<file path="src/rics_pkg.sv">
// Shared types, field widths, parameter defaults and action codes of the inode slot cache.
`timescale 1ns / 1ps

package rics_pkg;

    // Parameter defaults handed to the top level.
    localparam int SLOTS_DEFAULT       = 32;
    localparam int NUMBER_BITS_DEFAULT = 16;
    localparam int REF_BITS_DEFAULT    = 8;

    // Fixed widths of the transfer fields.
    localparam int ACTION_W = 2;
    localparam int INODE_W  = 16;
    localparam int SLOT_W   = 5;
    localparam int COUNT_W  = 8;

    // Action codes.
    localparam logic [ACTION_W-1:0] ACT_ACQUIRE   = 2'd0;
    localparam logic [ACTION_W-1:0] ACT_DUPLICATE = 2'd1;
    localparam logic [ACTION_W-1:0] ACT_RELEASE   = 2'd2;
    localparam logic [ACTION_W-1:0] ACT_LOCK      = 2'd3;

    typedef struct packed {
        logic [ACTION_W-1:0] action;
        logic [INODE_W-1:0]  inode_number;
        logic [SLOT_W-1:0]   slot_index;
        logic                no_links;
    } t_req;

    typedef struct packed {
        logic [SLOT_W-1:0]  result_slot;
        logic               hit;
        logic               table_full;
        logic               destroy;
        logic               needs_load;
        logic [COUNT_W-1:0] ref_count;
    } t_rsp;

endpackage

</file>
<file path="src/rics_stream_if.sv">
// Valid/ready stream interface that carries one payload per transfer.
`timescale 1ns / 1ps

interface rics_stream_if #(
    parameter type T = logic
) ();
    logic valid;
    logic ready;
    T     data;

    modport source (output valid, output data, input ready);
    modport sink   (input valid, input data, output ready);
endinterface

</file>
<file path="src/refcounted_inode_slot_cache.sv">
// Top level of the reference-counted inode slot cache.
`timescale 1ns / 1ps

// Reference-counted inode slot cache. Each slot holds an inode number, a
// reference count and a valid mark, all kept in one word of a single RAM with
// a registered read. Requests arrive as transfers on i_req and every request
// yields exactly one response transfer on o_rsp. Only one request is worked
// on at a time. Duplicate, release and lock read the addressed slot, update
// it and write it back; release and lock leave a free slot as it is, and an
// index beyond the table changes nothing. The slot is read in S_READ and the
// response is registered in S_FINISH. Acquire sweeps the slots in order
// through the one RAM read port, one slot per cycle; a hit ends the sweep at
// the lowest slot in use with the number. A miss claims the lowest free slot,
// or reports a full table, once the last slot has been read. A new request
// is taken while the previous response still waits in the output register;
// when the following response is done too, the sequencer holds it until the
// output register frees up, and the input stalls meanwhile. There is no
// clearing pass after reset: a per-slot written bit, cleared by reset, makes
// a slot that was never written read as number zero, count zero and not valid.
module refcounted_inode_slot_cache #(
    parameter int SLOTS       = rics_pkg::SLOTS_DEFAULT,
    parameter int NUMBER_BITS = rics_pkg::NUMBER_BITS_DEFAULT,
    parameter int REF_BITS    = rics_pkg::REF_BITS_DEFAULT
) (
    input  logic          i_clk,
    input  logic          i_rst_n,
    rics_stream_if.sink   i_req,
    rics_stream_if.source o_rsp
);

    localparam int AW = $clog2(SLOTS);
    localparam int WW = NUMBER_BITS + REF_BITS + 1;
    localparam logic [REF_BITS-1:0] REF_MAX = {REF_BITS{1'b1}};
    localparam logic [REF_BITS-1:0] REF_ONE = REF_BITS'(1);
    localparam logic [AW-1:0]       LAST    = AW'(SLOTS - 1);

    // Sequencer states.
    localparam logic [1:0] S_IDLE   = 2'd0;
    localparam logic [1:0] S_SCAN   = 2'd1;
    localparam logic [1:0] S_READ   = 2'd2;
    localparam logic [1:0] S_FINISH = 2'd3;

    // Control registers.
    logic [1:0]       r_state,   n_state;
    logic             r_out_valid;
    logic [SLOTS-1:0] r_written;

    // Latched request.
    logic [NUMBER_BITS-1:0]        r_num;
    logic [rics_pkg::ACTION_W-1:0] r_action;
    logic [rics_pkg::SLOT_W-1:0]   r_slot;
    logic                          r_unlinked;

    // Sweep bookkeeping for acquire.
    logic [AW-1:0] r_scan,      n_scan;
    logic          r_have_free, n_have_free;
    logic [AW-1:0] r_free,      n_free;

    // Pending write-back and pending response.
    logic                        r_wr_en,     n_wr_en;
    logic [AW-1:0]               r_wr_addr,   n_wr_addr;
    logic [WW-1:0]               r_wr_data,   n_wr_data;
    logic [rics_pkg::SLOT_W-1:0] r_res_slot,  n_res_slot;
    logic                        r_res_hit,   n_res_hit;
    logic                        r_res_full,  n_res_full;
    logic                        r_res_dstr,  n_res_dstr;
    logic                        r_res_load,  n_res_load;
    logic [REF_BITS-1:0]         r_res_refs,  n_res_refs;

    rics_pkg::t_rsp r_out;

    // Request decode.
    logic                   w_accept;
    logic [31:0]            w_in_num32;
    logic [NUMBER_BITS-1:0] w_in_num;
    logic [8:0]             w_in_idx9;
    logic                   w_in_range;
    logic [AW-1:0]          w_in_addr;
    logic [8:0]             w_slot9;
    logic [AW-1:0]          w_idx_addr;

    // RAM access and entry decode.
    logic [AW-1:0]          w_rd_addr;
    logic [WW-1:0]          w_rd_data;
    logic                   w_ram_we;
    logic [AW-1:0]          w_cur_addr;
    logic [WW-1:0]          w_ent;
    logic [NUMBER_BITS-1:0] w_ent_num;
    logic [REF_BITS-1:0]    w_ent_refs;
    logic                   w_ent_valid;
    logic [REF_BITS-1:0]    w_refs_inc;
    logic [REF_BITS-1:0]    w_refs_dec;
    logic                   w_match;
    logic                   w_cur_free;
    logic                   w_any_free;
    logic [AW-1:0]          w_first_free;
    logic [8:0]             w_scan9;
    logic [8:0]             w_free9;
    logic                   w_destroy;
    logic                   w_out_free;
    logic [31:0]            w_res_refs32;

    assign w_accept   = i_req.valid && i_req.ready;
    assign w_out_free = !r_out_valid || o_rsp.ready;

    // Only the low NUMBER_BITS bits of the inode number take part.
    assign w_in_num32 = 32'(i_req.data.inode_number);
    assign w_in_num   = w_in_num32[NUMBER_BITS-1:0];
    assign w_in_idx9  = 9'(i_req.data.slot_index);
    assign w_in_range = w_in_idx9 < 9'(SLOTS);
    assign w_in_addr  = w_in_idx9[AW-1:0];
    assign w_slot9    = 9'(r_slot);
    assign w_idx_addr = w_slot9[AW-1:0];

    rics_ram #(
        .WIDTH (WW),
        .DEPTH (SLOTS)
    ) u_slot_ram (
        .i_clk     (i_clk),
        .i_wr_en   (w_ram_we),
        .i_wr_addr (r_wr_addr),
        .i_wr_data (r_wr_data),
        .i_rd_addr (w_rd_addr),
        .o_rd_data (w_rd_data)
    );

    assign w_ram_we = (r_state == S_FINISH) && w_out_free && r_wr_en;

    // A slot that was never written reads as its reset value.
    assign w_cur_addr  = (r_state == S_SCAN) ? r_scan : w_idx_addr;
    assign w_ent       = r_written[w_cur_addr] ? w_rd_data : '0;
    assign w_ent_num   = w_ent[NUMBER_BITS-1:0];
    assign w_ent_refs  = w_ent[NUMBER_BITS +: REF_BITS];
    assign w_ent_valid = w_ent[WW-1];

    // Counts saturate at the top; decrement is only used on a nonzero count.
    assign w_refs_inc = (w_ent_refs == REF_MAX) ? w_ent_refs : w_ent_refs + REF_ONE;
    assign w_refs_dec = w_ent_refs - REF_ONE;

    assign w_match      = (w_ent_refs != '0) && (w_ent_num == r_num);
    assign w_cur_free   = (w_ent_refs == '0);
    assign w_any_free   = r_have_free || w_cur_free;
    assign w_first_free = r_have_free ? r_free : r_scan;
    assign w_scan9      = 9'(r_scan);
    assign w_free9      = 9'(w_first_free);
    assign w_destroy    = (w_ent_refs == REF_ONE) && w_ent_valid && r_unlinked;
    assign w_res_refs32 = 32'(r_res_refs);

    always_comb begin
        n_state     = r_state;
        n_scan      = r_scan;
        n_have_free = r_have_free;
        n_free      = r_free;
        n_wr_en     = r_wr_en;
        n_wr_addr   = r_wr_addr;
        n_wr_data   = r_wr_data;
        n_res_slot  = r_res_slot;
        n_res_hit   = r_res_hit;
        n_res_full  = r_res_full;
        n_res_dstr  = r_res_dstr;
        n_res_load  = r_res_load;
        n_res_refs  = r_res_refs;
        w_rd_addr   = '0;

        case (r_state)
            S_IDLE: begin
                if (i_req.data.action == rics_pkg::ACT_ACQUIRE) begin
                    w_rd_addr = '0;
                end else begin
                    w_rd_addr = w_in_addr;
                end
                if (w_accept) begin
                    if (i_req.data.action == rics_pkg::ACT_ACQUIRE) begin
                        n_scan      = '0;
                        n_have_free = 1'b0;
                        n_state     = S_SCAN;
                    end else if (!w_in_range) begin
                        // Slot beyond the table: nothing changes.
                        n_wr_en    = 1'b0;
                        n_res_slot = i_req.data.slot_index;
                        n_res_hit  = 1'b0;
                        n_res_full = 1'b0;
                        n_res_dstr = 1'b0;
                        n_res_load = 1'b0;
                        n_res_refs = '0;
                        n_state    = S_FINISH;
                    end else begin
                        n_state = S_READ;
                    end
                end
            end

            S_SCAN: begin
                n_res_hit  = 1'b0;
                n_res_full = 1'b0;
                n_res_dstr = 1'b0;
                n_res_load = 1'b0;
                w_rd_addr  = r_scan + AW'(1);
                if (w_match) begin
                    // The lowest slot in use with this number wins.
                    n_wr_en    = 1'b1;
                    n_wr_addr  = r_scan;
                    n_wr_data  = {w_ent_valid, w_refs_inc, w_ent_num};
                    n_res_slot = w_scan9[rics_pkg::SLOT_W-1:0];
                    n_res_hit  = 1'b1;
                    n_res_refs = w_refs_inc;
                    n_state    = S_FINISH;
                end else if (r_scan == LAST) begin
                    if (w_any_free) begin
                        // Claim the lowest free slot, not yet loaded.
                        n_wr_en    = 1'b1;
                        n_wr_addr  = w_first_free;
                        n_wr_data  = {1'b0, REF_ONE, r_num};
                        n_res_slot = w_free9[rics_pkg::SLOT_W-1:0];
                        n_res_refs = REF_ONE;
                    end else begin
                        n_wr_en    = 1'b0;
                        n_res_slot = '0;
                        n_res_full = 1'b1;
                        n_res_refs = '0;
                    end
                    n_state = S_FINISH;
                end else begin
                    n_scan = r_scan + AW'(1);
                    if (!r_have_free && w_cur_free) begin
                        n_have_free = 1'b1;
                        n_free      = r_scan;
                    end
                end
            end

            S_READ: begin
                n_wr_addr  = w_idx_addr;
                n_res_slot = r_slot;
                n_res_hit  = 1'b0;
                n_res_full = 1'b0;
                n_res_dstr = 1'b0;
                n_res_load = 1'b0;
                n_res_refs = w_ent_refs;
                n_wr_en    = 1'b0;
                n_wr_data  = w_ent;
                case (r_action)
                    rics_pkg::ACT_DUPLICATE: begin
                        // A free slot comes back into use with its old contents.
                        n_wr_en    = 1'b1;
                        n_wr_data  = {w_ent_valid, w_refs_inc, w_ent_num};
                        n_res_refs = w_refs_inc;
                    end
                    rics_pkg::ACT_RELEASE: begin
                        if (w_ent_refs != '0) begin
                            n_wr_en    = 1'b1;
                            n_wr_data  = {w_ent_valid && !w_destroy, w_refs_dec, w_ent_num};
                            n_res_refs = w_refs_dec;
                            n_res_dstr = w_destroy;
                        end
                    end
                    rics_pkg::ACT_LOCK: begin
                        if (w_ent_refs != '0) begin
                            n_wr_en    = 1'b1;
                            n_wr_data  = {1'b1, w_ent_refs, w_ent_num};
                            n_res_load = !w_ent_valid;
                        end
                    end
                    default: begin
                        n_wr_en = 1'b0;
                    end
                endcase
                n_state = S_FINISH;
            end

            S_FINISH: begin
                if (w_out_free) begin
                    n_state = S_IDLE;
                end
            end

            default: begin
                n_state = S_IDLE;
            end
        endcase
    end

    always_ff @(posedge i_clk) begin
        if (!i_rst_n) begin
            r_state     <= S_IDLE;
            r_out_valid <= 1'b0;
            r_written   <= '0;
        end else begin
            r_state <= n_state;
            if ((r_state == S_FINISH) && w_out_free) begin
                r_out_valid <= 1'b1;
            end else if (o_rsp.ready) begin
                r_out_valid <= 1'b0;
            end
            if (w_ram_we) begin
                r_written[r_wr_addr] <= 1'b1;
            end
        end
    end

    always_ff @(posedge i_clk) begin
        if (w_accept) begin
            r_num      <= w_in_num;
            r_action   <= i_req.data.action;
            r_slot     <= i_req.data.slot_index;
            r_unlinked <= i_req.data.no_links;
        end
        r_scan      <= n_scan;
        r_have_free <= n_have_free;
        r_free      <= n_free;
        r_wr_en     <= n_wr_en;
        r_wr_addr   <= n_wr_addr;
        r_wr_data   <= n_wr_data;
        r_res_slot  <= n_res_slot;
        r_res_hit   <= n_res_hit;
        r_res_full  <= n_res_full;
        r_res_dstr  <= n_res_dstr;
        r_res_load  <= n_res_load;
        r_res_refs  <= n_res_refs;
        if ((r_state == S_FINISH) && w_out_free) begin
            r_out.result_slot <= r_res_slot;
            r_out.hit         <= r_res_hit;
            r_out.table_full  <= r_res_full;
            r_out.destroy     <= r_res_dstr;
            r_out.needs_load  <= r_res_load;
            r_out.ref_count   <= w_res_refs32[rics_pkg::COUNT_W-1:0];
        end
    end

    assign i_req.ready = (r_state == S_IDLE);
    assign o_rsp.valid = r_out_valid;
    assign o_rsp.data  = r_out;

endmodule

</file>
<file path="src/rics_ram.sv">
// Generic single-port-write, single-port-read RAM with a registered read.
`timescale 1ns / 1ps

module rics_ram #(
    parameter int WIDTH = 8,
    parameter int DEPTH = 32
) (
    input  logic                     i_clk,
    input  logic                     i_wr_en,
    input  logic [$clog2(DEPTH)-1:0] i_wr_addr,
    input  logic [WIDTH-1:0]         i_wr_data,
    input  logic [$clog2(DEPTH)-1:0] i_rd_addr,
    output logic [WIDTH-1:0]         o_rd_data
);

    logic [WIDTH-1:0] r_mem [DEPTH];
    logic [WIDTH-1:0] r_rd_data;

    always_ff @(posedge i_clk) begin
        if (i_wr_en) begin
            r_mem[i_wr_addr] <= i_wr_data;
        end
        r_rd_data <= r_mem[i_rd_addr];
    end

    assign o_rd_data = r_rd_data;

endmodule

</file>
<file path="src/flat_wrapper.sv">
// flat-port wrapper written by rule: the top's interface ports become plain ports
module refcounted_inode_slot_cache_flat 
#(
    parameter int SLOTS       = rics_pkg::SLOTS_DEFAULT,
    parameter int NUMBER_BITS = rics_pkg::NUMBER_BITS_DEFAULT,
    parameter int REF_BITS    = rics_pkg::REF_BITS_DEFAULT
)
  (i_clk, i_rst_n, i_req_valid, i_req_data, i_req_ready, o_rsp_valid, o_rsp_data, o_rsp_ready);
  rics_stream_if #(.T(rics_pkg::t_req)) i_req_i ();
  rics_stream_if #(.T(rics_pkg::t_rsp)) o_rsp_i ();
  input  logic i_clk;
  input  logic i_rst_n;
  input wire logic [$bits(i_req_i.valid)-1:0] i_req_valid;
  input wire logic [$bits(i_req_i.data)-1:0] i_req_data;
  output wire logic [$bits(i_req_i.ready)-1:0] i_req_ready;
  output wire logic [$bits(o_rsp_i.valid)-1:0] o_rsp_valid;
  output wire logic [$bits(o_rsp_i.data)-1:0] o_rsp_data;
  input wire logic [$bits(o_rsp_i.ready)-1:0] o_rsp_ready;
  assign i_req_i.valid = i_req_valid;
  assign i_req_i.data = i_req_data;
  assign i_req_ready = i_req_i.ready;
  assign o_rsp_valid = o_rsp_i.valid;
  assign o_rsp_data = o_rsp_i.data;
  assign o_rsp_i.ready = o_rsp_ready;
  refcounted_inode_slot_cache #(.SLOTS(SLOTS), .NUMBER_BITS(NUMBER_BITS), .REF_BITS(REF_BITS)) u_core (.i_clk(i_clk), .i_rst_n(i_rst_n), .i_req(i_req_i), .o_rsp(o_rsp_i));
endmodule
</file>
<file path="config.mk">
export PLATFORM = sky130hd
export DESIGN_NAME = refcounted_inode_slot_cache_flat
export DESIGN_NICKNAME = d
export VERILOG_FILES = /design/src/rics_pkg.sv /design/src/rics_stream_if.sv /design/src/refcounted_inode_slot_cache.sv /design/src/rics_ram.sv /design/src/flat_wrapper.sv
export SDC_FILE = /design/constraint.sdc
export NUM_CORES = 1
export LEC_CHECK = 0
export BUFFER_PORTS_ARGS = -buffer_cell sky130_fd_sc_hd__buf_2
export CAP_MARGIN = 15
export CORE_ASPECT_RATIO = 0.7
export CORE_MARGIN = 2
export CORE_UTILIZATION = 46
export CTS_CLUSTER_SIZE = 8
export DETAILED_ROUTE_END_ITERATION = 6
export HOLD_SLACK_MARGIN = 0.02
export PLACE_DENSITY = 0.57
export SETUP_SLACK_MARGIN = 0.4
export SLEW_MARGIN = 20
export SYNTH_ARGS = -nofsm -noshare
export SYNTH_HDL_FRONTEND = slang
export SYNTH_HIERARCHICAL = 1
export SYNTH_SLANG_ARGS = --single-unit
</file>
<file path="constraint.sdc">
create_clock -name i_clk -period 15.35 [get_ports i_clk]
set_input_delay 0 -clock i_clk [delete_from_list [all_inputs] [get_ports i_clk]]
set_output_delay 0 -clock i_clk [all_outputs]
set_load 0.02 [all_outputs]
</file>
==> results_dict.tcl <==
set metrics [dict create \
    status "finished, final reports clean" \
    gr-total-overflow 0 \
    vias_per_cell 5.75 \
    peakVddDrop_mv 0.110 \
    p_per_area_nw_per_um2 181 \
    grt_pass1_wl_mm 139 \
    clock_path_buffers 3 \
    crit_type "reg -> reg" \
    worstMarginPinSlew_ns 1.15 \
    grt_use_total_pct 22.1 \
    fin_crit_sh_pct 42.1 \
    rsz0062_at_grt "no" \
    fin_tns_setup_ns 0 \
    start_util_pct 46.3 \
    firstDrtPassIters 5 \
    arrival_ns 6.78 \
    synth_compound_area_share_pct 6.81 \
    core_area_sq_um 84000 \
    clock_sinks 960 \
    synth.area.mux_share_pct 11.7 \
    core.rowCount 89 \
    final_hold_viol_count 0 \
    ant_nets 0 \
    synth_edf_count 900 \
    cts_setup_buffers 0 \
    final_cell_mix "edfxtp_1 (900), mux2i_1 (446), clkbuf_16 (143), nand2_1 (140), a21oi_1 (110)" \
    hpwl_mm 53.3 \
    hp-class "in -> reg" \
    drt_iter0_drc 1842 \
    clkTransAtPathRegs_ns 0.05 \
    syn_nets 2504 \
    fin_crit_ns 6.46 \
    final_cells 3814 \
    synth_top_area_share_pct 69.5 \
    skew_ns 0.0167 \
    setup_viol 0 \
    wl_mm 95.8 \
    cap_viol_max_count 0 \
    fp.dieH_um 247 \
    dpl.cell_count 3547 \
    seq_area_frac_synth_pct 72.6 \
    wl_per_cell_um 25.1 \
    final.fill_count 6754 \
    h-tree-depth 4 \
    final_max_slew_viol_count 0 \
    final_nets 2654 \
    worst_slack_ns 8.89 \
    netlist_area_sq_um 38900 \
    die_w_um 352 \
    yosys.cell_types.count 66 \
    synth_xor_area_share_pct 0.293 \
    antenna_found_initial 0 \
    synth-main-ff-cell "edfxtp_1" \
    cp_max_fo 37 \
    synth-simple-area-share_pct 5.56 \
    worstSkewPairLatency_ns 0.71 \
    mostFrequentLayoutCell "edfxtp_1" \
    max_freq_mhz 155 \
    drive_above_1_share_pct 11.7 \
    drc_errors 0 \
    dp_worst_setup_slack_ns 9.00 \
    n_antenna_cell 0 \
    cts_tree "yes" \
    power_leakage_nw 15.0 \
    synth_area_leader_cell "edfxtp_1" \
    cts_buffers 137 \
    grt_max_degree 145 \
    io_buffers 46 \
    async_flop_share_pct 0 \
    slew_headroom_pct 22.9 \
    synthAdderAreaFrac_pct 0.450 \
    ys_ff_latch 960 \
    yosys_warnings 6 \
    ios 47 \
    syn_inst 2462 \
    num_vias 21900 \
    startpoint_type "flip-flop" \
    synth_top_family_by_area "multiplexers" \
    root_buffer "clkbuf_16" \
    cp-end-kind "flip-flop" \
    synth_area_leaders "edfxtp_1 (69%), mux2i_1 (11%), dfxtp_1 (3.1%), a22oi_1 (1.5%), a21oi_1 (1.4%)" \
    synthToLayoutAreaGrowth_pct 15.8 \
    grt_pass1_vias 21300 \
    die-area_sq_um 86900 \
    gp_congestion 0.850 \
    avgSynthCellArea_sq_um 15.8 \
    required_ns 15.67 \
]
[report_power, final]
part / internal (mW) / total, mW / switching [mW]
sequential: 3.31 / 3.64 / 0.330
combinational: 0.637 / 1.77 / 1.13
clock: 1.68 / 2.72 / 1.04
total: 5.63 / 8.13 / 2.50
[Yosys cell counts, types with 16 or more instances]
master	n
edfxtp_1	900
mux2i_1	446
nand2_1	140
nor2_1	112
a21oi_1	111
nand3_1	99
a22oi_1	80
dfxtp_1	60
a22o_1	51
clkbuf_1	49
nor3_1	39
inv_1	38
a31oi_1	37
buf_2	35
o21a_1	35
buf_6	22
buf_4	16
o21ai_0	16
[final timing paths]
kind | from | to | slack (ns) | depth (start not counted)
hold / removal | i_req_data[21] | u_core/r_num[15] | 0.05 | 2
setup / recovery | u_core/r_state[1] | u_core/r_scan[3] | 8.89 | 18
setup reg to reg | u_core/r_state[1] | u_core/r_scan[3] | 8.89 | 18
hold reg to reg | u_core/r_res_refs[1] | u_core/o_rsp.data[1] | 0.42 | 0
[cell type report]
class / instances / area [sq um] / share of cell area, %
Timing Repair Buffer: 151 / 1470 / 3.26
Tap cell: 1137 / 1420 / 3.16
Sequential cell: 960 / 28200 / 62.7
Clock buffer: 197 / 3780 / 8.40
Clock inverter: 7 / 87.6 / 0.194
Multi-Input combinational cell: 1324 / 9900 / 22.0
Inverter: 38 / 143 / 0.317
[timing repair]
action                    CTS  global route
gates resized for setup     0             0
hold buffers               46             0
hold endpoints to repair   87             0
[sequential cells by signal (all words and copies together), names as in the netlist, 5 cells and up]
register and count:
u_core/r_wr_addr 5, u_core/r_written 32, u_core/r_wr_data 25, u_core/r_res_refs 8, u_core/r_res_slot 5, u_core/u_slot_ram/r_mem 800
u_core/r_scan 5, u_core/u_slot_ram/o_rd_data 25, u_core/r_free 5, u_core/o_rsp.data 17, u_core/r_num 16, u_core/r_slot 5
[through the flow]
step                      utilization, %  area [sq um]  power [mW]  hold slack, ns
after global routing                53.6         45000        8.47          0.0462
after global placement              47.9         40200        5.36           0.177
after detailed placement            48.0         40300        5.40           0.178
after floorplan                        -         38900        4.78          0.0989
after CTS                           53.2         44700        8.15          0.0209
final                               53.6         45000        8.13          0.0521
[critical path: stages (launching register included)]
cell and delay, ns:
dfxtp_1 0.34, inv_1 0.13, ha_1 0.16, buf_4 0.35, mux2_2 0.50, mux4_2 0.44
a22o_1 0.25, nor4_4 0.42, nand3_2 0.66, and2_1 0.49, inv_1 0.13, ha_1 0.32
o21ai_0 0.14, buf_4 0.24, nand3_1 0.21, nor3_4 0.06, buf_4 0.24, and2_1 0.21
a211oi_1 0.71
[routing by layer]
layer  track usage [%]  wire length (um)
met2              34.2             44300
met1              32.0             44300
met3              3.34              5090
met4              7.32              2080
met5                 0                 0
[logic make-up after synthesis]
family          after synthesis
fa+ha+maj                    14
flops                       960
xor+xnor                     13
compound gates              385
simple gates                462
mux                         450
buf+inv                     178
Note: power is estimated with default switching activity, not from simulation.
